==> src/hw/rtl/b2d_pkg.sv <==
package b2d_pkg;

	localparam int VALUE_WIDTH_DEF = 32;

	// Decimal digits needed for an unsigned number of w bits: floor(w*log10(2)) + 1.
	function automatic int digits_for(input int w);
		return (w * 1233) / 4096 + 1;
	endfunction

	typedef enum logic [1:0] {
		ST_IDLE,
		ST_CONVERT,
		ST_SKIP,
		ST_EMIT
	} state_t;

	typedef struct packed {
		logic load;
		logic convert;
		logic shift_digit;
	} cmd_t;

	typedef struct packed {
		logic bits_last;
		logic top_nonzero;
		logic one_left;
	} status_t;

endpackage

==> src/hw/rtl/b2d_ctrl.sv <==
module b2d_ctrl (
	input  logic             clk,
	input  logic             arst_n,
	input  logic             in_valid,
	output logic             in_ready,
	output logic             out_valid,
	input  logic             out_ready,
	input  b2d_pkg::status_t status,
	output b2d_pkg::cmd_t    cmd
);

	b2d_pkg::state_t state_q;
	b2d_pkg::state_t state_next;

	always_ff @(posedge clk or negedge arst_n) begin
		if (!arst_n) begin
			state_q <= b2d_pkg::ST_IDLE;
		end else begin
			state_q <= state_next;
		end
	end

	always_comb begin
		state_next = state_q;
		case (state_q)
			b2d_pkg::ST_IDLE: begin
				if (in_valid) begin
					state_next = b2d_pkg::ST_CONVERT;
				end
			end
			b2d_pkg::ST_CONVERT: begin
				if (status.bits_last) begin
					state_next = b2d_pkg::ST_SKIP;
				end
			end
			b2d_pkg::ST_SKIP: begin
				if (status.top_nonzero || status.one_left) begin
					state_next = b2d_pkg::ST_EMIT;
				end
			end
			b2d_pkg::ST_EMIT: begin
				if (out_ready && status.one_left) begin
					state_next = b2d_pkg::ST_IDLE;
				end
			end
			default: begin
				state_next = b2d_pkg::ST_IDLE;
			end
		endcase
	end

	always_comb begin
		in_ready        = 1'b0;
		out_valid       = 1'b0;
		cmd.load        = 1'b0;
		cmd.convert     = 1'b0;
		cmd.shift_digit = 1'b0;
		case (state_q)
			b2d_pkg::ST_IDLE: begin
				in_ready = 1'b1;
				cmd.load = in_valid;
			end
			b2d_pkg::ST_CONVERT: begin
				cmd.convert = 1'b1;
			end
			b2d_pkg::ST_SKIP: begin
				// drop leading zero digits, keep at least one
				cmd.shift_digit = !(status.top_nonzero || status.one_left);
			end
			b2d_pkg::ST_EMIT: begin
				out_valid       = 1'b1;
				cmd.shift_digit = out_ready;
			end
			default: begin
				in_ready = 1'b0;
			end
		endcase
	end

endmodule

==> src/hw/rtl/b2d_datapath.sv <==
module b2d_datapath #(
	parameter int VALUE_WIDTH = b2d_pkg::VALUE_WIDTH_DEF
) (
	input  logic                   clk,
	input  logic [VALUE_WIDTH-1:0] value,
	input  b2d_pkg::cmd_t          cmd,
	output b2d_pkg::status_t       status,
	output logic [3:0]             digit,
	output logic                   last_digit
);

	localparam int DIGITS  = b2d_pkg::digits_for(VALUE_WIDTH);
	localparam int BCD_W   = DIGITS * 4;
	localparam int BITS_W  = $clog2(VALUE_WIDTH + 1);
	localparam int DCNT_W  = $clog2(DIGITS + 1);

	logic [VALUE_WIDTH-1:0] bin_q;
	logic [BCD_W-1:0]       bcd_q;
	logic [BITS_W-1:0]      bits_q;
	logic [DCNT_W-1:0]      dcnt_q;
	logic [BCD_W-1:0]       bcd_adj;

	always_comb begin
		for (int i = 0; i < DIGITS; i++) begin
			if (bcd_q[i*4 +: 4] >= 4'd5) begin
				bcd_adj[i*4 +: 4] = bcd_q[i*4 +: 4] + 4'd3;
			end else begin
				bcd_adj[i*4 +: 4] = bcd_q[i*4 +: 4];
			end
		end
	end

	always_ff @(posedge clk) begin
		if (cmd.load) begin
			bin_q  <= value;
			bcd_q  <= '0;
			bits_q <= BITS_W'(VALUE_WIDTH);
			dcnt_q <= DCNT_W'(DIGITS);
		end else if (cmd.convert) begin
			bin_q  <= {bin_q[VALUE_WIDTH-2:0], 1'b0};
			bcd_q  <= {bcd_adj[BCD_W-2:0], bin_q[VALUE_WIDTH-1]};
			bits_q <= bits_q - BITS_W'(1);
		end else if (cmd.shift_digit) begin
			bcd_q  <= {bcd_q[BCD_W-5:0], 4'b0000};
			dcnt_q <= dcnt_q - DCNT_W'(1);
		end
	end

	assign status.bits_last   = (bits_q == BITS_W'(1));
	assign status.top_nonzero = (bcd_q[BCD_W-1 -: 4] != 4'd0);
	assign status.one_left    = (dcnt_q == DCNT_W'(1));

	assign digit      = bcd_q[BCD_W-1 -: 4];
	assign last_digit = status.one_left;

endmodule

==> src/hw/rtl/binary_to_decimal_digit_stream.sv <==
// After accept, a shift-and-add-3 loop converts the VALUE_WIDTH bits, then
// leading zeros are dropped, then one digit per cycle out while out_ready is high.
// A new number is taken only once the last digit of the one before has gone out;
// the bit-serial conversion loop handles one bit per cycle.
// Reset (arst_n low, asynchronous) returns the controller to idle; no item is kept.
module binary_to_decimal_digit_stream #(
	parameter int VALUE_WIDTH = b2d_pkg::VALUE_WIDTH_DEF
) (
	input  logic                   clk,
	input  logic                   arst_n,
	input  logic                   in_valid,
	output logic                   in_ready,
	input  logic [VALUE_WIDTH-1:0] value,
	output logic                   out_valid,
	input  logic                   out_ready,
	output logic [3:0]             digit,
	output logic                   last_digit
);

	b2d_pkg::cmd_t    cmd;
	b2d_pkg::status_t status;

	b2d_ctrl u_ctrl (
		.clk       (clk),
		.arst_n    (arst_n),
		.in_valid  (in_valid),
		.in_ready  (in_ready),
		.out_valid (out_valid),
		.out_ready (out_ready),
		.status    (status),
		.cmd       (cmd)
	);

	b2d_datapath #(
		.VALUE_WIDTH(VALUE_WIDTH)
	) u_datapath (
		.clk        (clk),
		.value      (value),
		.cmd        (cmd),
		.status     (status),
		.digit      (digit),
		.last_digit (last_digit)
	);

endmodule
==> config.mk <==
export PLATFORM = sky130hd
export DESIGN_NAME = binary_to_decimal_digit_stream
export DESIGN_NICKNAME = d
export VERILOG_FILES = /design/src/hw/rtl/b2d_pkg.sv /design/src/hw/rtl/b2d_ctrl.sv /design/src/hw/rtl/b2d_datapath.sv /design/src/hw/rtl/binary_to_decimal_digit_stream.sv
export SDC_FILE = /design/constraint.sdc
export NUM_CORES = 1
export LEC_CHECK = 0
export ABC_AREA = 1
export BUFFER_PORTS_ARGS = -buffer_cell sky130_fd_sc_hd__buf_2
export CAP_MARGIN = 20
export CORE_ASPECT_RATIO = 1.1
export CORE_MARGIN = 8
export CORE_UTILIZATION = 42
export CTS_BUF_LIST = sky130_fd_sc_hd__clkbuf_4
export CTS_CLUSTER_DIAMETER = 60
export DETAILED_ROUTE_END_ITERATION = 12
export PLACE_DENSITY = 0.62
export SKIP_LAST_GASP = 1
export SYNTH_ARGS = -nofsm -noshare
export SYNTH_HDL_FRONTEND = slang
export SYNTH_SLANG_ARGS = --single-unit
==> constraint.sdc <==
create_clock -name clk -period 2.42 [get_ports clk]
set_input_delay 0.121 -clock clk [delete_from_list [all_inputs] [get_ports clk]]
set_output_delay 0.121 -clock clk [all_outputs]
set_load 0.03 [all_outputs]
==> results.yml <==
clock_network:
  clkSinkCount: 84
  insertion_delay_ns: 0.44
  cts_root_buf: "clkbuf_4"
  cts_tree: "yes"
  cts_buffer_depth: 2
  cts_made_buffers: 9
  htree_num_levels: 3
  path_clk_slew_ns: 0.14
  cts_setup_buffers: 0
synthesis:
  synth_cells: 771
  async_flop_share_pct: 2.38
  synth_area_um2: 5210
  synth_edf_count: 32
  syn-num-nets: 837
  syn_area_per_cell_um2: 6.75
  synth_flop_cell: "dfxtp_1"
  yosys.area.top_type_share_pct: 23.2
  ys_seq_area_share_pct: 38.6
  yosys_warnings: 0
  synth_largest_area_cell: "nand2_1"
  netlist_top_cells_area: "nand2_1, dfxtp_1, edfxtp_1"
  synth.distinct_cells: 28
  synth_seq_cells: 84
timing:
  fin_crit_ns: 1.97
  setup_violations: 0
  tightest_slew_ns: 0.441
  hold_ws_ns: 0.125
  fin_setup_tns_ns: 0
  timing.fmax_mhz: 508
  skew_ns: 0.0149
  rsz0062_at_grt: "false"
  fin_crit_sh_pct: 81.4
  report.final.slew_viol_count: 0
  hold_violations: 0
  slew_headroom_pct: 70.6
detailed_routing:
  drtIter0Drc: 357
  firstDrtPassIters: 4
  viasPerCell: 4.87
  vias: 4850
  wl_um: 11600
  remaining_drc_errors: 0
  post_drt_wl_per_cell_um: 11.7
  drtAntennaViolNets: 0
global_route:
  grt_max_degree: 55
  track_usage_pct: 14.5
  grt_pass1_wl_um: 19900
  grt_pass1_vias: 4600
  overflow: 0
  antenna_found_initial: 0
final_layout:
  finalNetCount: 901
  drive_gt1_share_pct: 9.64
  multi_input_area_um2: 2770
  fillCellCount: 1230
  final-seq-area_um2: 2010
  area_delta_synth_final_pct: 15.3
setup_path:
  r2r_end: "u_datapath.bits_q[5]"
  critPathLaunch: "u_ctrl.state_q[1]"
  arrival_ns: 2.30
  crit_end: "u_datapath.bits_q[5]"
  cp-end-kind: "flip-flop"
  rrSetupSlack_ns: 0.45
  r2r-start: "u_ctrl.state_q[1]"
  crit_type: "flip-flop to flip-flop"
  required_ns: 2.75
  critPathLaunchType: "flip-flop"
  worst_r2r_path_depth: 8
  cp_max_fo: 26
floorplanning:
  die_x_um: 122
  initial_core_util_pct: 43.1
  pin_count: 43
  core_area_um2: 12100
  dieHeight_um: 133
  die_area_um2: 16200
  num_rows: 42
status:
  outcome: "completed"
power_and_ir_drop:
  ir_worst_vdd_uv: 719
  power_density_nw_per_um2: 1480
  p_leak_nw: 3.13
placement:
  port_buffers: 42
  hpwl_um: 7860
  routabilityCongestion: 0.805
min_path:
  hp-start: "in_valid"
  hp-class: "primary input to flip-flop"
job:
  cap_violations: 0
## worst min path at each step
stage                                    to  slack (ns)  cells after the start
after floorplan           u_ctrl.state_q[0]       -0.17                      0
after global placement    u_ctrl.state_q[0]       -0.09                      1
after detailed placement  u_ctrl.state_q[0]       -0.08                      1
after CTS                 u_ctrl.state_q[0]        0.09                      6
after global routing      u_ctrl.state_q[0]        0.14                      6
final                     u_ctrl.state_q[0]        0.13                      6
## critical path, cell delays in order, from the launching register on
cell and delay, ns:
dfrtp_1 0.46, inv_1 0.17, ha_1 0.21, buf_4 0.29
nand2_1 0.11, nor3_1 0.26, nand2_1 0.12, o21ai_0 0.17
nand3_1 0.08
## flip-flops by register name (all words and copies together), names as in the netlist
signal             cells
u_ctrl.state_q         2
u_datapath.bcd_q      40
u_datapath.bin_q      32
u_datapath.bits_q      6
u_datapath.dcnt_q      4
## synthesized netlist by cell type, drive strengths merged (9+ instances only)
library cell / instances
nand2: 326
nor2: 83
inv: 62
nand3: 62
dfxtp: 50
a21oi: 38
edfxtp: 32
ha: 30
buf: 21
nand4: 20
o21ai: 16
clkbuf: 12
and2: 9
## area by class of cell
class                           instances  share of cell area (%)
Sequential cell                        84                    33.5
Tap cell                              154                    3.21
Multi-Input combinational cell        591                    46.1
Inverter                               63                    3.94
Clock buffer                            9                    1.13
Antenna cell                            1                  0.0417
Clock inverter                          7                    1.25
Timing Repair Buffer                   86                    10.8
## power breakdown
part	leakage, nW	internal (W)	switching, W
Sequential	0.753	0.00240	0.000527
Clock	0.0690	0.000320	0.000525
Combinational	2.31	0.00184	0.00328
## layer usage
| layer | track usage, % | up-vias | wire, um |
|---|---|---|---|
| met5 | 0 | - | 0 |
| met4 | 5.97 | 0 | 207 |
| met3 | 3.06 | 17 | 390 |
| met2 | 24.2 | 80 | 5540 |
| met1 | 17.6 | 2183 | 5500 |
| li1 | - | 2570 | - |
## what timing repair did
item	4_1_cts	5_1_grt
gates resized for setup	0	0
hold buffers	34	0
endpoints found under the hold margin	34	0
## per-stage QoR
step / setup slack (ns) / util, % / total power (W) / cell area (um2) / instances
6_report: 0.451 / 49.7 / 0.00889 / 6000 / 995
3_3_place_gp: 0.591 / 45.7 / 0.00788 / 5520 / 944
3_5_place_dp: 0.480 / 45.7 / 0.00806 / 5520 / 944
2_1_floorplan: 0.237 / - / 0.00705 / 5210 / 771
4_1_cts: 0.457 / 49.7 / 0.00897 / 6000 / 994
5_1_grt: 0.228 / 49.7 / 0.00995 / 6000 / 994
## cells by family (layout without fill, tap and decap cells)
logic type               Yosys count  after routing  share of synthesized area (%)
AND/OR/NAND/NOR                  503            503                           40.0
buffers and inverters             96            165                           8.29
flip-flops                        84             84                           38.6
adder cells (fa/ha/maj)           30             30                           7.21
XOR/XNOR                           2              2                          0.337
other                              0              1                              0
AO/OA/AOI/OAI                     56             56                           5.48
## cell usage in the layout, fill, tap and decap left out, drive strengths merged, types with 2 or more instances in the layout
cell,netlist,routed
nor2,83,83
xor2,2,2
clkinvlp,0,3
clkinv,1,2
and2,9,9
o21ai,16,16
ha,30,30
nor3,2,2
dlygate4sd3,0,34
dfrtp,2,2
clkbuf,12,9
nand2,326,326
nand4,20,20
nand3,62,62
edfxtp,32,32
dfxtp,50,50
inv,62,64
a21oi,38,38
buf,21,52
Power figures use the tool's default switching activity.
